$ cat src/rtl/erpu_pkg.sv
// Types, codes and the relocation classifier for the ELF relocation patch unit.
// No dependencies; every module of the unit imports it.
package erpu_pkg;

    localparam int unsigned ADDR_W = 64;
    localparam int unsigned WORD_W = 32;

    // Machine register codes
    localparam logic [2:0] M_X86_64  = 3'd0;
    localparam logic [2:0] M_ARM64   = 3'd1;
    localparam logic [2:0] M_ARM     = 3'd2;
    localparam logic [2:0] M_RISCV64 = 3'd3;
    localparam logic [2:0] M_S390X   = 3'd4;
    localparam logic [2:0] M_MIPS64  = 3'd5;
    localparam logic [2:0] M_LOONG64 = 3'd6;
    localparam logic [2:0] M_INVALID = 3'd7;

    // Relocation type codes, per machine
    localparam logic [11:0] R_NONE            = 12'd0;
    localparam logic [11:0] R_X86_64          = 12'd1;
    localparam logic [11:0] R_X86_PC32        = 12'd2;
    localparam logic [11:0] R_X86_PLT32       = 12'd4;
    localparam logic [11:0] R_X86_GOTPCREL    = 12'd9;
    localparam logic [11:0] R_X86_32          = 12'd10;
    localparam logic [11:0] R_X86_32S         = 12'd11;
    localparam logic [11:0] R_X86_GOTPCRELX   = 12'd41;
    localparam logic [11:0] R_A64_ABS64       = 12'd257;
    localparam logic [11:0] R_A64_ABS32       = 12'd258;
    localparam logic [11:0] R_A64_PREL32      = 12'd261;
    localparam logic [11:0] R_A64_JUMP26      = 12'd282;
    localparam logic [11:0] R_A64_CALL26      = 12'd283;
    localparam logic [11:0] R_A32_ABS32       = 12'd2;
    localparam logic [11:0] R_A32_REL32       = 12'd3;
    localparam logic [11:0] R_A32_CALL        = 12'd28;
    localparam logic [11:0] R_A32_JUMP24      = 12'd29;
    localparam logic [11:0] R_RV_32           = 12'd1;
    localparam logic [11:0] R_RV_64           = 12'd2;
    localparam logic [11:0] R_RV_32_PCREL     = 12'd57;
    localparam logic [11:0] R_S390_32         = 12'd4;
    localparam logic [11:0] R_S390_PC32       = 12'd5;
    localparam logic [11:0] R_S390_64         = 12'd22;
    localparam logic [11:0] R_MIPS64_32       = 12'd2;
    localparam logic [11:0] R_MIPS64_64       = 12'd18;
    localparam logic [11:0] R_LA_32           = 12'd1;
    localparam logic [11:0] R_LA_64           = 12'd2;
    localparam logic [11:0] R_LA_32_PCREL     = 12'd99;

    // Relocation kinds
    typedef logic [3:0] t_kind;
    localparam t_kind K_BAD     = 4'd0;
    localparam t_kind K_ABS64   = 4'd1;
    localparam t_kind K_ABS32U  = 4'd2;
    localparam t_kind K_ABS32S  = 4'd3;
    localparam t_kind K_PCREL32 = 4'd4;
    localparam t_kind K_GOTPC   = 4'd5;
    localparam t_kind K_BR26    = 4'd6;
    localparam t_kind K_BR24    = 4'd7;
    localparam t_kind K_NONE    = 4'd8;

    // Status and store width codes
    localparam logic [1:0] ST_OK    = 2'd0;
    localparam logic [1:0] ST_RANGE = 2'd1;
    localparam logic [1:0] ST_UNSUP = 2'd2;

    localparam logic [3:0] WB_NONE  = 4'd0;
    localparam logic [3:0] WB_WORD  = 4'd4;
    localparam logic [3:0] WB_DWORD = 4'd8;

    // Place adjustments folded into P ahead of the subtract
    localparam logic [ADDR_W-1:0] GOTPC_ADJ = 64'd4;
    localparam logic [ADDR_W-1:0] BR24_ADJ  = 64'd8;

    // Branch merge masks
    localparam logic [WORD_W-1:0] BR26_KEEP = 32'hFC00_0000;
    localparam logic [WORD_W-1:0] BR24_KEEP = 32'hFF00_0000;

    // One transaction after the input stage
    typedef struct packed {
        t_kind              kind;
        logic [ADDR_W-1:0]  sa;
        logic [ADDR_W-1:0]  sym;
        logic [ADDR_W-1:0]  padj;
        logic [WORD_W-1:0]  word;
    } t_stage;

    function automatic t_kind classify(input logic [2:0] m, input logic [11:0] t);
        t_kind k;
        k = K_BAD;
        if (t == R_NONE && m != M_INVALID) begin
            k = K_NONE;
        end else begin
            case (m)
                M_X86_64: begin
                    case (t) inside
                        R_X86_64:                        k = K_ABS64;
                        R_X86_PC32, R_X86_PLT32:         k = K_PCREL32;
                        R_X86_GOTPCREL, R_X86_GOTPCRELX: k = K_GOTPC;
                        R_X86_32:                        k = K_ABS32U;
                        R_X86_32S:                       k = K_ABS32S;
                        default:                         k = K_BAD;
                    endcase
                end
                M_ARM64: begin
                    case (t) inside
                        R_A64_ABS64:                  k = K_ABS64;
                        R_A64_ABS32:                  k = K_ABS32U;
                        R_A64_PREL32:                 k = K_PCREL32;
                        R_A64_JUMP26, R_A64_CALL26:   k = K_BR26;
                        default:                      k = K_BAD;
                    endcase
                end
                M_ARM: begin
                    case (t) inside
                        R_A32_ABS32:                  k = K_ABS32U;
                        R_A32_REL32:                  k = K_PCREL32;
                        R_A32_CALL, R_A32_JUMP24:     k = K_BR24;
                        default:                      k = K_BAD;
                    endcase
                end
                M_RISCV64: begin
                    case (t)
                        R_RV_32:       k = K_ABS32U;
                        R_RV_64:       k = K_ABS64;
                        R_RV_32_PCREL: k = K_PCREL32;
                        default:       k = K_BAD;
                    endcase
                end
                M_S390X: begin
                    case (t)
                        R_S390_32:   k = K_ABS32U;
                        R_S390_PC32: k = K_PCREL32;
                        R_S390_64:   k = K_ABS64;
                        default:     k = K_BAD;
                    endcase
                end
                M_MIPS64: begin
                    case (t)
                        R_MIPS64_32: k = K_ABS32U;
                        R_MIPS64_64: k = K_ABS64;
                        default:     k = K_BAD;
                    endcase
                end
                M_LOONG64: begin
                    case (t)
                        R_LA_32:       k = K_ABS32U;
                        R_LA_64:       k = K_ABS64;
                        R_LA_32_PCREL: k = K_PCREL32;
                        default:       k = K_BAD;
                    endcase
                end
                default: k = K_BAD;
            endcase
        end
        return k;
    endfunction

endpackage

$ cat src/rtl/erpu_eval.sv
// Second stage of the ELF relocation patch unit: offset subtract, range and
// alignment checks, branch merge. Combinational; depends on erpu_pkg.
module erpu_eval (
    input  erpu_pkg::t_stage              i_stage,
    output logic [erpu_pkg::ADDR_W-1:0]   o_value,
    output logic [3:0]                    o_bytes,
    output logic [1:0]                    o_status
);
    import erpu_pkg::*;

    logic [ADDR_W-1:0] base;
    logic [ADDR_W-1:0] off;
    logic              sa_u32;
    logic              sa_s32;
    logic              off_s32;
    logic              off_s28;
    logic              off_s26;
    logic              off_al4;

    // GOT-relative forms ignore the addend
    assign base = (i_stage.kind == K_GOTPC) ? i_stage.sym : i_stage.sa;
    assign off  = base - i_stage.padj;

    // Signed range holds when every bit above the sign bit copies it
    assign sa_u32  = (i_stage.sa[63:32] == '0);
    assign sa_s32  = (i_stage.sa[63:31] == '0) || (i_stage.sa[63:31] == '1);
    assign off_s32 = (off[63:31] == '0) || (off[63:31] == '1);
    assign off_s28 = (off[63:27] == '0) || (off[63:27] == '1);
    assign off_s26 = (off[63:25] == '0) || (off[63:25] == '1);
    assign off_al4 = (off[1:0] == 2'b00);

    always_comb begin
        o_value  = '0;
        o_bytes  = WB_NONE;
        o_status = ST_OK;
        case (i_stage.kind)
            K_NONE: begin
            end
            K_ABS64: begin
                o_value = i_stage.sa;
                o_bytes = WB_DWORD;
            end
            K_ABS32U: begin
                if (sa_u32) begin
                    o_value = {32'd0, i_stage.sa[31:0]};
                    o_bytes = WB_WORD;
                end else begin
                    o_status = ST_RANGE;
                end
            end
            K_ABS32S: begin
                if (sa_s32) begin
                    o_value = {32'd0, i_stage.sa[31:0]};
                    o_bytes = WB_WORD;
                end else begin
                    o_status = ST_RANGE;
                end
            end
            K_PCREL32, K_GOTPC: begin
                if (off_s32) begin
                    o_value = {32'd0, off[31:0]};
                    o_bytes = WB_WORD;
                end else begin
                    o_status = ST_RANGE;
                end
            end
            K_BR26: begin
                if (off_s28 && off_al4) begin
                    o_value = {32'd0, (i_stage.word & BR26_KEEP) | {6'd0, off[27:2]}};
                    o_bytes = WB_WORD;
                end else begin
                    o_status = ST_RANGE;
                end
            end
            K_BR24: begin
                if (off_s26 && off_al4) begin
                    o_value = {32'd0, (i_stage.word & BR24_KEEP) | {8'd0, off[25:2]}};
                    o_bytes = WB_WORD;
                end else begin
                    o_status = ST_RANGE;
                end
            end
            default: begin
                o_status = ST_UNSUP;
            end
        endcase
    end

endmodule

$ cat src/rtl/elf_relocation_patch_unit_top.sv
// Top level of the ELF relocation patch unit: machine register, input stage,
// result register. Depends on erpu_pkg and erpu_eval.
//
// Usage:
//   Raise start with a relocation request on the i_ ports; busy is always
//   low, so a transaction is taken at every clock edge with start high.
//   i_cfg_we with i_cfg_wdata writes the machine register (write it only
//   while no request is in flight).
//   Each request yields one result on o_patch_value, o_write_bytes and
//   o_status. o_valid rises at the clock edge after the one that took the
//   request and stays high for exactly one cycle; the receiver cannot stall
//   the unit. Throughput: one request per cycle. The input stage classifies
//   the type, forms S+A and the adjusted place; erpu_eval does the offset
//   subtract, range checks and branch merge into the result register.
//   Reset (synchronous, active low) sets the machine to x86_64 and drops
//   any request in flight; no result strobes after reset until a new start.
module elf_relocation_patch_unit_top (
    input  logic               i_clk,
    input  logic               i_rst_n,
    input  logic               i_cfg_we,
    input  logic [2:0]         i_cfg_wdata,
    input  logic               start,
    output logic               busy,
    input  logic [11:0]        i_reloc_type,
    input  logic [63:0]        i_patch_address,
    input  logic [63:0]        i_symbol_address,
    input  logic signed [63:0] i_addend,
    input  logic [63:0]        i_place_pc,
    input  logic [31:0]        i_existing_word,
    output logic               o_valid,
    output logic [63:0]        o_patch_value,
    output logic [3:0]         o_write_bytes,
    output logic [1:0]         o_status
);
    import erpu_pkg::*;

    logic [2:0]        r_machine;
    logic              r_s1_valid;
    t_stage            r_s1;
    t_stage            n_s1;
    logic              r_out_valid;
    logic [ADDR_W-1:0] r_value;
    logic [3:0]        r_bytes;
    logic [1:0]        r_status;
    logic [ADDR_W-1:0] n_value;
    logic [3:0]        n_bytes;
    logic [1:0]        n_status;
    logic [ADDR_W-1:0] pc_eff;
    logic [ADDR_W-1:0] pc_adj;

    assign busy = 1'b0;

    // Input stage: classify, S+A and the place with its fixed bias
    always_comb begin
        n_s1.kind = classify(r_machine, i_reloc_type);
        pc_eff    = (i_place_pc != '0) ? i_place_pc : i_patch_address;
        case (n_s1.kind)
            K_GOTPC: pc_adj = GOTPC_ADJ;
            K_BR24:  pc_adj = BR24_ADJ;
            default: pc_adj = '0;
        endcase
        n_s1.sa   = i_symbol_address + unsigned'(i_addend);
        n_s1.sym  = i_symbol_address;
        n_s1.padj = pc_eff + pc_adj;
        n_s1.word = i_existing_word;
    end

    erpu_eval u_eval (
        .i_stage  (r_s1),
        .o_value  (n_value),
        .o_bytes  (n_bytes),
        .o_status (n_status)
    );

    always_ff @(posedge i_clk) begin
        if (!i_rst_n) begin
            r_machine   <= M_X86_64;
            r_s1_valid  <= 1'b0;
            r_out_valid <= 1'b0;
        end else begin
            if (i_cfg_we) begin
                r_machine <= i_cfg_wdata;
            end
            r_s1_valid  <= start && !busy;
            r_out_valid <= r_s1_valid;
        end
    end

    // Payload registers advance every cycle; the valid bits qualify them
    always_ff @(posedge i_clk) begin
        r_s1     <= n_s1;
        r_value  <= n_value;
        r_bytes  <= n_bytes;
        r_status <= n_status;
    end

    assign o_valid       = r_out_valid;
    assign o_patch_value = r_value;
    assign o_write_bytes = r_bytes;
    assign o_status      = r_status;

endmodule
$ cat config.mk
export PLATFORM = sky130hd
export DESIGN_NAME = elf_relocation_patch_unit_top
export DESIGN_NICKNAME = d
export VERILOG_FILES = /design/src/rtl/erpu_pkg.sv /design/src/rtl/erpu_eval.sv /design/src/rtl/elf_relocation_patch_unit_top.sv
export SDC_FILE = /design/constraint.sdc
export NUM_CORES = 1
export LEC_CHECK = 0
export BUFFER_PORTS_ARGS = -buffer_cell sky130_fd_sc_hd__clkbuf_2
export CAP_MARGIN = 40
export CORE_ASPECT_RATIO = 0.9
export CORE_MARGIN = 4
export CORE_UTILIZATION = 50
export DETAILED_ROUTE_END_ITERATION = 8
export GPL_TIMING_DRIVEN = 0
export MAX_ROUTING_LAYER = met4
export PLACE_DENSITY_LB_ADDON = 0.1
export SLEW_MARGIN = 10
export SYNTH_ARGS = -nofsm -noshare
export SYNTH_HDL_FRONTEND = slang
export SYNTH_SLANG_ARGS = --single-unit
export TNS_END_PERCENT = 1
$ cat constraint.sdc
create_clock -name i_clk -period 7.85 [get_ports i_clk]
set_input_delay 0.785 -clock i_clk [delete_from_list [all_inputs] [get_ports i_clk]]
set_output_delay 0.785 -clock i_clk [all_outputs]
set_load 0.01 [all_outputs]
* Word level (Yosys, flattened, before mapping)
Index checks and enable logic that the tools add are counted.
** Storage, ports and cells
- Bits in registers :: 303
- Input bits :: 307
- Output and inout bits :: 72
- Logic and storage cells :: 118
** Operators by class
- Add/sub/neg operators :: 3
- Equal/unequal tests :: 41
- Muxes and demuxes :: 39
- Bitwise operators :: 2
- Reduce and logical (&&, ||, !) cells :: 22
** Operators with widths (number)
- one-hot mux 64 bit (6 select lines) :: 1
- 2-to-1 mux 32 bit :: 5
- adder 64 bit :: 2
- 2-to-1 mux 64 bit :: 2
- == test 33 bit, second input constant :: 2
- logical NOT 33 bit :: 2
- nonzero test 64 bit :: 1
- subtractor 64 bit :: 1
- == test 12 x 9 -> 1 bit, second input constant :: 5
- == test 12 x 5 -> 1 bit, second input constant :: 4
- == test 39 bit, second input constant :: 1
- logical NOT 39 bit :: 1
- == test 37 bit, second input constant :: 1
- logical NOT 37 bit :: 1
- == test 12 x 4 -> 1 bit, second input constant :: 3
- 2-to-1 mux 3 bit :: 12
- logical NOT 32 bit :: 1
- bitwise OR 32 x 24 -> 32 bit :: 1
- bitwise OR 32 x 26 -> 32 bit :: 1
- one-hot mux 4 bit (7 select lines) :: 1
- one-hot mux 3 bit (3 select lines) :: 3
- == test 12 x 2 -> 1 bit, second input constant :: 2
- == test 12 x 3 -> 1 bit, second input constant :: 2
- == test 12 x 6 -> 1 bit, second input constant :: 2
- other kinds (23) :: 50

* Logic depth before layout (Yosys ltp)
Gate-level depths: netlist of run 1.
- Depth in word-level cells :: 11
- Mapped depth :: 26
- Gate-level depth less buffers :: 24

* Hierarchy
From an unflattened synthesis of run 1, not the netlist that was laid out.
** Second synthesis, totals
- Cell total of the unflattened synthesis :: 2272
- Area total of the unflattened synthesis :: 19117.1 sq um
** Modules (own cells, without submodules)
- elf_relocation_patch_unit_top :: instances 1, cells an instance 1233, area each 12279.3 sq um, sequential area each 6065.8 sq um
- erpu_eval :: instances 1, cells an instance 1039, area each 6837.8 sq um, sequential area each 0.0 sq um

* Worst setup path before layout of run 1
No wires, ideal clock.
- Kind :: input-to-reg
- From :: input port i_place_pc[36]
- To :: register r_s1[80] (netlist name)
- Setup time :: 0.075 ns
- Arrival time :: 5.721 ns
- Data required time :: 7.775 ns
- Setup slack :: 2.054 ns
- Cell stages on the path :: 25
- Path buffers :: 7
- Path through :: clkbuf_1 -> nor4_1 -> nand2_1 -> nor4_2 -> and2_1 -> buf_2 -> buf_1 -> buf_2 -> buf_1 -> buf_1 -> a21o_1 -> ha_1 -> inv_1 -> fa_1 -> a21oi_1 -> and4_1 -> and4_1 -> clkbuf_1 -> and3b_1 -> nand2_1 -> nor2_1 -> nand3b_1 -> a21oi_1 -> a21oi_1 -> o21ai_0
** RTL lines
- from (decl) :: RTL line elf_relocation_patch_unit_top.sv:28 : input logic [63:0] i_place_pc,
- to (signal assigned) :: RTL line elf_relocation_patch_unit_top.sv:91 : r_s1 <= n_s1;
- to (decl) :: RTL line elf_relocation_patch_unit_top.sv:39 : t_stage r_s1;

* Final worst setup path of run 1
- From :: register r_s1[226] (netlist name)
- To :: register r_value[15], in the netlist o_patch_value[15]
** Between the ends
- Longest elaborated chain between the ends :: 8
- Elaborated cells between the ends (all ways) :: 28
- Those cells by class :: add/sub (1); eq/ne (10); mux (5); bitwise (2); reduce/logical (10)
** RTL lines
- == test 4 x 3 -> 1 bit :: RTL line erpu_eval.sv:21, erpu_eval.sv:36
- 2-to-1 mux 64 bit :: RTL line erpu_eval.sv:21 : assign base = (i_stage.kind == K_GOTPC) ? i_stage.sym : i_stage.sa;
- subtractor 64 bit :: RTL line erpu_eval.sv:22 : assign off = base - i_stage.padj;
- == test 39 bit, or another cell as far along :: RTL line erpu_eval.sv:29 : assign off_s26 = (off[63:25] == '0) || (off[63:25] == '1);
- logical OR 1 bit (on tied branches) :: RTL line erpu_eval.sv:29, erpu_eval.sv:28
- logical AND 1 bit (on tied branches) :: RTL line erpu_eval.sv:76, erpu_eval.sv:68
- 2-to-1 mux 32 bit (on tied branches) :: RTL line erpu_eval.sv:76, erpu_eval.sv:68
- one-hot mux 64 bit (6 select lines) * :: RTL line erpu_eval.sv:36 : case (i_stage.kind)
- named net n_value[15] :: RTL line elf_relocation_patch_unit_top.sv:45 : logic [ADDR_W-1:0] n_value;
- to (signal assigned) :: RTL line elf_relocation_patch_unit_top.sv:92 : r_value <= n_value;
- to (decl) :: RTL line elf_relocation_patch_unit_top.sv:42 : logic [ADDR_W-1:0] r_value;
Mark *: on every way through the listed nets, which the timed path passes. The rest lies on a longest branch.
A chain may end at the register's enable or synchronous reset.

==> results of run 1 <==
-- per-layer routing --
layer / track usage [%] / vias to the layer above
li1: - / 9133
met1: 48.2 / 8867
met2: 47.1 / 897
met3: 4.87 / 107
met4: 7.16 / 0
met5: - / -
-- area by class of cell --
type / count / area (sq um)
inverters: 127 / 477
repair buffers: 351 / 1770
well taps: 476 / 596
plain buffers: 85 / 367
diodes: 4 / 10.0
flip-flops and latches: 277 / 5550
clock inverters: 15 / 216
fillers: 3419 / 14400
multi-input cells: 1790 / 12200
clock buffers: 41 / 872
-- how the worst max path moves through the flow --
stage	from	to	slack [ps]	cells past startpoint
6_report	r_s1[226]$_DFF_P_	o_patch_value[15]$_DFF_P_	220	22
5_1_grt	r_s1[226]$_DFF_P_	o_patch_value[15]$_DFF_P_	0.5	22
4_1_cts	r_s1[226]$_DFF_P_	o_patch_value[15]$_DFF_P_	130	22
3_5_place_dp	r_s1[226]$_DFF_P_	o_patch_value[15]$_DFF_P_	-10	23
3_3_place_gp	r_s1[226]$_DFF_P_	o_patch_value[17]$_DFF_P_	40	22
2_1_floorplan	i_place_pc[36]	r_s1[80]$_DFF_P_	2050	25
-- logic make-up (layout without fill, tap and decap cells) --
group,count (synthesis),after routing
other,1,7
muxes,71,71
buffers and inverters,212,619
adders and majority gates,131,131
and+or+nand+nor,774,774
DFF,277,277
AOI/OAI and AO/OA,650,650
xor gates and xnor gates,161,161
-- stage by stage --
stage / hold slack [ps] / TNS, ps / cells
floorplan: 403 / 0 / 2279
global placement: 411 / 0 / 3101
detailed placement: 420 / -12.9 / 3105
CTS: 290 / 0 / 3161
global route: 303 / 0 / 3166
finish: 309 / 0 / 3166
-- flip-flops by register name, summed over array words and instances (netlist names) --
register / cells
r_s1: 204
o_patch_value: 64
r_machine: 3
o_status: 2
o_write_bytes: 2
o_valid: 1
r_s1_valid: 1
-- synthesized netlist by cell type (all sizes together) (14+ instances only) --
cell type / instances / area (sq um)
nor2: 141 / 529
ha: 128 / 1600
nand2: 192 / 721
o21ai: 121 / 609
a21o: 68 / 510
and3: 27 / 169
xor2: 66 / 578
nor3: 57 / 300
o211a: 26 / 260
nand2b: 26 / 163
clkbuf: 52 / 198
nand4: 68 / 425
a21oi: 201 / 1010
dfxtp: 277 / 5550
xnor2: 95 / 832
nor2b: 23 / 144
mux2: 63 / 709
a211oi: 14 / 105
or3: 34 / 213
o21a: 25 / 189
buf: 33 / 164
o21bai: 21 / 158
a31oi: 40 / 256
inv: 127 / 477
and2: 50 / 313
nand3: 50 / 250
o211ai: 18 / 135
nor4: 51 / 374
-- power by group --
| group | switching (mW) | internal, mW | total, mW |
|---|---|---|---|
| sequential | 0.109 | 1.52 | 1.63 |
| combinational | 1.19 | 0.700 | 1.89 |
| clock | 0.601 | 0.913 | 1.51 |
-- repair_timing --
item,CTS,global route
buffers inserted,0,0
setup endpoints to repair,7,30
resized for setup,2,5
==> metrics.md, run 1 <==
| Metric | Value |
|---|---|
| Remaining DRCs | `0` |
| CP Class | `reg2reg` |
| CP max-delay cell | `o21ai_1` |
| Utilization after layout | `between 60% and 70%` |
| M1 WL | `31600 um` |
| Boundary Pins | `about 380` |
| Clk Latency, worst-skew pair | `590 ps` |
| Initial antenna violation count | `4` |
| Post-Synth Adder-Cell Area | `8.95%` |
| Hold Violations, Final | `0` |
| CP max stage delay | `between 600 and 700 ps` |
| Met2 wire length | `around 28000 um` |
| Most frequent CP cell | `a21oi_1` |
| ANT nets after route | `0` |
| RSZ-0062 raised after global routing | `no` |
| Synth Instances | `2277` |
| Global route total overflow | `0` |
| Reg2reg path depth | `22` |
| Commonest non-fill, non-tap cell in the layout | `clkbuf_2` |
| Post-Route WL | `~67000 um` |
| Multiplexer share of the synthesized area | `4.25%` |
| Area Overhead vs Synth | `18.8%` |
| WP data required | `roughly 8300 ps` |
| Placeable Area | `0.0364 sq mm` |
| Flop-to-flop setup slack | `220 ps` |
| EDFF count, synth | `0` |
| PwrDens | `~230 mW/mm^2` |
| Hold endpoint | `r_s1[31]$_DFF_P_` |
| Initial Util | `51.0%` |
| CP Max Fanout | `10` |
| Fmax | `131 MHz` |
| IO Port Bufs | `between 300 and 400` |
| Main combinational cell family by area after synthesis | `compound AO/OA/AOI/OAI gates` |
| Synthesized-area fraction occupied by and/or/nand/nor cells | `21.9%` |
| Die Area | `0.0403 sq mm` |
| Placed cell area | `0.0209 sq mm` |
| Clk_skew | `approximately 17 ps` |
| Synth Register Bits | `277` |
| Share of cells above drive strength 1 | `19.8%` |
| Die Wd | `211 um` |
| Maximum clock path buffer count | `3` |
| Slew Viols, Final | `0` |
| Delay-heaviest family, CP | `compound AO/OA/AOI/OAI gates` |
| Max transition margin | `38.5%` |
| Crit path DAT | `8070 ps` |
| CTS clk-pin slew, worst paths | `~60 ps` |
| Worst reg2reg startpoint | `r_s1[226]$_DFF_P_` |
| Commonest non-fill, non-tap cells in the layout | `351 x clkbuf_2, 277 x dfxtp_1, 201 x a21oi_1, 192 x nand2_1, 141 x nor2_1` |
| Initial DRC count | `2005` |
| Vias after detailed routing | `19000` |
| CTS tree | `yes` |
| Yosys warns | `0` |
| Detailed placement HPWL | `55900 um` |
| Worst Hold Depth | `1` |
| Largest net degree at the start of global routing | `17` |
| HP Class | `in2reg` |
| Outcome | `finished, final reports clean` |
| Cell Area, Synth | `0.0186 sq mm` |
| Period utilisation layout | `a little over nine tenths` |
| Number of vias per cell | `6.00` |
| Mapped Avg Cell Area | `8.15 sq um` |
| Met3 Routed Length | `6170 um` |
| CP cell instances | `nor3b_2 -> and2_1 -> buf_2 -> buf_2 -> mux2_2 -> ha_1 -> clkbuf_1 -> a21oi_1 -> o21a_1 -> o21ai_1 -> o21a_1 -> a21oi_1 -> a21oi_1 -> xnor2_1 -> or4b_1 -> nor4_1 -> nand4_1 -> nor4_4 -> o21ai_1 -> clkbuf_1 -> o211a_1 -> o21ai_0` |
| Row cnt | `66` |
| Post-CTS Hold Buffers | `0` |
| Min-delay src | `i_existing_word[31]` |
| Depth of the CTS H-tree | `1` |
| CTS buffer count | `30` |
| CP bufs+invs | `4` |
| Dominant synthesized flop cell | `dfxtp_1` |
| Static Leak | `9.66 nW` |
| GPL Wtd Cong | `1.00` |
| Place WS | `-12.1 ps` |
| R2r endpoint | `o_patch_value[15]$_DFF_P_` |
| Library cells used by synthesis | `87` |
| # Max-Cap Violations | `0` |
| Compound-Gate Fraction of Synth Area | `22.9%` |
| Vias in the first global route | `17800` |
| Sequential area share after synthesis | `29.9%` |
| Wire per inst | `21.3 um` |
| Root buffer cell | `clkbuf_16` |
| Top layer in use | `met4` |
| # nets final | `3100` |
| Critical path endpoint category | `register` |
| Async SR Flop Fraction | `0%` |
| Synth Area in XOR/XNOR | `7.59%` |
| PnR worst setup slack | `216 ps` |
| Total track usage | `32.6%` |
| Drt first pass iters | `7` |
| Final setup vio count | `0` |
| Total Power | `5.03 mW` |
| Worst setup SP type | `register` |
| Tmin final | `7630 ps` |
| Die H | `191 um` |
| Final Instance Area | `between 0.02 and 0.025 sq mm` |
| Least-Margin Pin Slew | `912 ps` |
| CTS sink cnt | `~280` |
| Maximum VDD drop | `a little under 0.0002 V` |
| First-pass GRT wire length | `~100000 um` |
(Power assumes the default switching activity.)
==> inputs of run 2 (changes only) <==
--- a/config.mk
+++ b/config.mk
@@ -10,6 +10,7 @@
 export CORE_ASPECT_RATIO = 0.9
 export CORE_MARGIN = 4
 export CORE_UTILIZATION = 50
+export CTS_BUF_LIST = sky130_fd_sc_hd__clkbuf_4 sky130_fd_sc_hd__clkbuf_8
 export DETAILED_ROUTE_END_ITERATION = 8
 export GPL_TIMING_DRIVEN = 0
 export MAX_ROUTING_LAYER = met4
==> run 2 against run 1 <==
  * Hold slack got worse by 20 ps
  * Via count rose by 0.13%
  * Wire length fell by 0.18%
  * Clock skew rose by 11 ps
  * Register-to-register slack improved by 60 ps
  * Fmax rose by 0.73%
  * Sequential power barely moved
  * Combinational power barely moved
  * Core utilization fell by 0.30 points
  * First-iteration DRC count fell by 9.3%
  * Sequential share of layout area rose by 0.12 points
  * Count of clock-buffer cells in the layout rose by 26
  * Critical path type unchanged
  * Largest cell class unchanged
==> metrics.md, run 2 (synthesized netlist as in run 1, its figures left out) <==
| Metric | Value |
|---|---|
| Outcome | `finished, final reports clean` |
| Flop-to-flop setup slack | `270 ps (+60 ps)` |
| First-pass GRT wire length | `101000 um (-0.17%)` |
| CTS buffer count | `45 (+50%)` |
| Least-Margin Pin Slew | `901 ps (-10.4 ps)` |
| Worst Hold Depth | `1 (unchanged)` |
| Clk_skew | `28.4 ps (+11.2 ps)` |
| Number of vias per cell | `5.97 (-0.50%)` |
| WP data required | `8310 ps (+30 ps)` |
| Fmax | `132 MHz (+0.73%)` |
| PwrDens | `221 mW/mm^2 (-3.0%)` |
| Initial DRC count | `1818 (-9.3%)` |
| CP Max Fanout | `10 (unchanged)` |
| Worst reg2reg startpoint | `r_s1[226]$_DFF_P_` |
| Remaining DRCs | `0 (unchanged)` |
| # Max-Cap Violations | `0 (unchanged)` |
| # nets final | `3115 (+0.48%)` |
| CP max-delay cell | `dfxtp_1` |
| Place WS | `-12.1 ps (unchanged)` |
| Delay-heaviest family, CP | `simple AND/OR/NAND/NOR gates` |
| Die Area | `0.0403 sq mm (unchanged)` |
| Root buffer cell | `clkbuf_8` |
| Worst setup SP type | `register` |
| DP Cell Count | `3105 (unchanged)` |
| Tmin final | `7580 ps (-55.1 ps)` |
| RSZ-0062 raised after global routing | `no` |
| Largest net degree at the start of global routing | `13 (-4)` |
| CTS tree | `yes` |
| Die Wd | `211 um (unchanged)` |
| Hold Violations, Final | `0 (unchanged)` |
| Hold endpoint | `r_s1[135]$_DFF_P_` |
| Wire per inst | `21.1 um (-0.80%)` |
| Most frequent CP cell | `o21ai_0` |
| Initial Util | `51.0% (unchanged)` |
| Post-Route WL | `67200 um (-0.18%)` |
| IO Port Bufs | `346 (unchanged)` |
| Setup Buffers After CTS | `0 (unchanged)` |
| Row cnt | `66 (unchanged)` |
| Clk Latency, worst-skew pair | `620 ps (+30 ps)` |
| Reg power frac | `33.6% (+1.2 points)` |
| CP Class | `reg2reg` |
| Slew Viols, Final | `0 (unchanged)` |
| Static Leak | `9.63 nW (-0.26%)` |
| Vias in the first global route | `17900 (+0.43%)` |
| Sw Share | `38.5% (+0.77 points)` |
| CP bufs+invs | `4 (unchanged)` |
| R2r endpoint | `o_patch_value[19]$_DFF_P_` |
| PnR worst setup slack | `271 ps (+55.1 ps)` |
| Top reg by flops | `r_s1` |
| HP Class | `in2reg` |
| Drt first pass iters | `6 (-1)` |
| Share of cells above drive strength 1 | `20.5% (+0.78 points)` |
| Total Power | `4.86 mW (-3.5%)` |
| Combinational power share | `38.8% (+1.3 points)` |
| Reg2reg path depth | `23 (+4.5%)` |
| Period utilisation layout | `96.6% (-0.70 points)` |
| Global route total overflow | `0 (unchanged)` |
| Commonest non-fill, non-tap cell in the layout | `clkbuf_2` |
| Maximum clock path buffer count | `3 (unchanged)` |
| CP max stage delay | `570 ps (-50 ps)` |
| Total track usage | `32.8% (+0.19 points)` |
| Post-CTS Hold Buffers | `0 (unchanged)` |
| Critical path endpoint category | `register` |
| Sw power | `1.87 mW (-1.5%)` |
| Clock network power share | `27.6% (-2.5 points)` |
| CTS clk-pin slew, worst paths | `60 ps (about the same)` |
| Die H | `191 um (unchanged)` |
| Maximum VDD drop | `0.000117 V (-40%)` |
| Vias after detailed routing | `19000 (+0.13%)` |
| Non-filler cells, final | `3186 (+0.63%)` |
| Commonest non-fill, non-tap cells in the layout | `352 x clkbuf_2, 277 x dfxtp_1, 201 x a21oi_1, 192 x nand2_1, 141 x nor2_1` |
| Boundary Pins | `379 (unchanged)` |
| GPL Wtd Cong | `1.00 (unchanged)` |
| Final setup vio count | `0 (unchanged)` |
| Depth of the CTS H-tree | `2 (+1)` |
| ANT nets after route | `0 (unchanged)` |
| Crit path DAT | `8040 ps (-30 ps)` |
| CTS sink cnt | `277 (unchanged)` |
| Initial antenna violation count | `4 (unchanged)` |
| Area Overhead vs Synth | `18.3%` |
| Post-Route Setup TNS | `0 ps (unchanged)` |
| Max transition margin | `39.2% (+0.70 points)` |
| Internal | `2.99 mW (-4.7%)` |
| Min-delay src | `i_symbol_address[39]` |
| Max reg flops | `204 (unchanged)` |
| CP cell instances | `nor3b_2 -> and2_1 -> buf_2 -> clkdlybuf4s18_2 -> mux2i_1 -> ha_1 -> inv_1 -> fa_1 -> a211oi_1 -> o21ai_2 -> a31oi_2 -> o211ai_1 -> a21oi_1 -> o21ai_0 -> or2_1 -> or4b_1 -> nor4_1 -> nand4_1 -> nor4_4 -> o21ai_1 -> clkbuf_1 -> o211a_1 -> o21ai_0` |
| Detailed placement HPWL | `55900 um (unchanged)` |
| Placeable Area | `0.0364 sq mm (unchanged)` |
## run 2: cell type report
cell class / instances / area [sq um]
clock inverter: 9 / 108
timing repair buffer: 351 / 1770
buffer: 85 / 372
tap: 476 / 596
clock buffer: 67 / 860
multi-input combinational: 1790 / 12200
fill: 3444 / 14500
antenna: 4 / 10.0
sequential: 277 / 5550
inverter: 127 / 477
## run 2: metal layers
| metal | wire [um] | track usage (%) | vias up |
|---|---|---|---|
| met5 | 0 | - | - |
| met2 | 28100 | 47.0 | 922 |
| met4 | 1280 | 7.40 | 0 |
| met3 | 6390 | 5.97 | 76 |
| met1 | 31400 | 48.0 | 8877 |
| li1 | - | - | 9153 |
## run 2: worst reg2reg max path, cell delays in order, from the launching register on
cell and delay (ps):
dfxtp_1 570, nor3b_2 450, and2_1 180, buf_2 350, clkdlybuf4s18_2 520, mux2i_1 240, ha_1 190, inv_1 60
fa_1 450, a211oi_1 320, o21ai_2 190, a31oi_2 360, o211ai_1 210, a21oi_1 310, o21ai_0 210, or2_1 280
or4b_1 530, nor4_1 450, nand4_1 220, nor4_4 380, o21ai_1 160, clkbuf_1 340, o211a_1 320, o21ai_0 150
## run 2: power groups by stage
stage	Clock (mW)	Combinational [mW]	Sequential [mW]
finish	1.34	1.89	1.63
global route	1.42	2.05	1.64
CTS	1.36	1.83	1.63
detailed placement	0	1.81	1.65
global placement	0	1.80	1.65
floorplan	0	1.31	1.60
## run 2: timing repair
| item | in CTS | in global routing |
|---|---|---|
| pin swaps | 0 | 0 |
| gates cloned | 0 | 0 |
| endpoints found under the hold margin | 0 | 0 |
| setup endpoints to repair | 9 | 33 |
| resized for setup | 2 | 10 |
## run 2: how the worst max path moves through the flow
stage                                  from                         to  slack (ps)  cells past startpoint
after global placement    r_s1[226]$_DFF_P_  o_patch_value[17]$_DFF_P_          40                     22
after CTS                 r_s1[226]$_DFF_P_  o_patch_value[15]$_DFF_P_          10                     21
after global routing      r_s1[226]$_DFF_P_  o_patch_value[15]$_DFF_P_          20                     23
final                     r_s1[226]$_DFF_P_  o_patch_value[19]$_DFF_P_         270                     23
after detailed placement  r_s1[226]$_DFF_P_  o_patch_value[15]$_DFF_P_         -10                     23
after floorplan              i_place_pc[36]           r_s1[80]$_DFF_P_        2050                     25
## run 2: stage by stage
stage	util, %	instance area, sq um	hold slack (ps)
2_1_floorplan	-	18600	403
3_3_place_gp	57.4	20900	411
3_5_place_dp	57.5	20900	420
4_1_cts	60.2	21900	247
5_1_grt	60.3	22000	251
6_report	60.3	22000	289
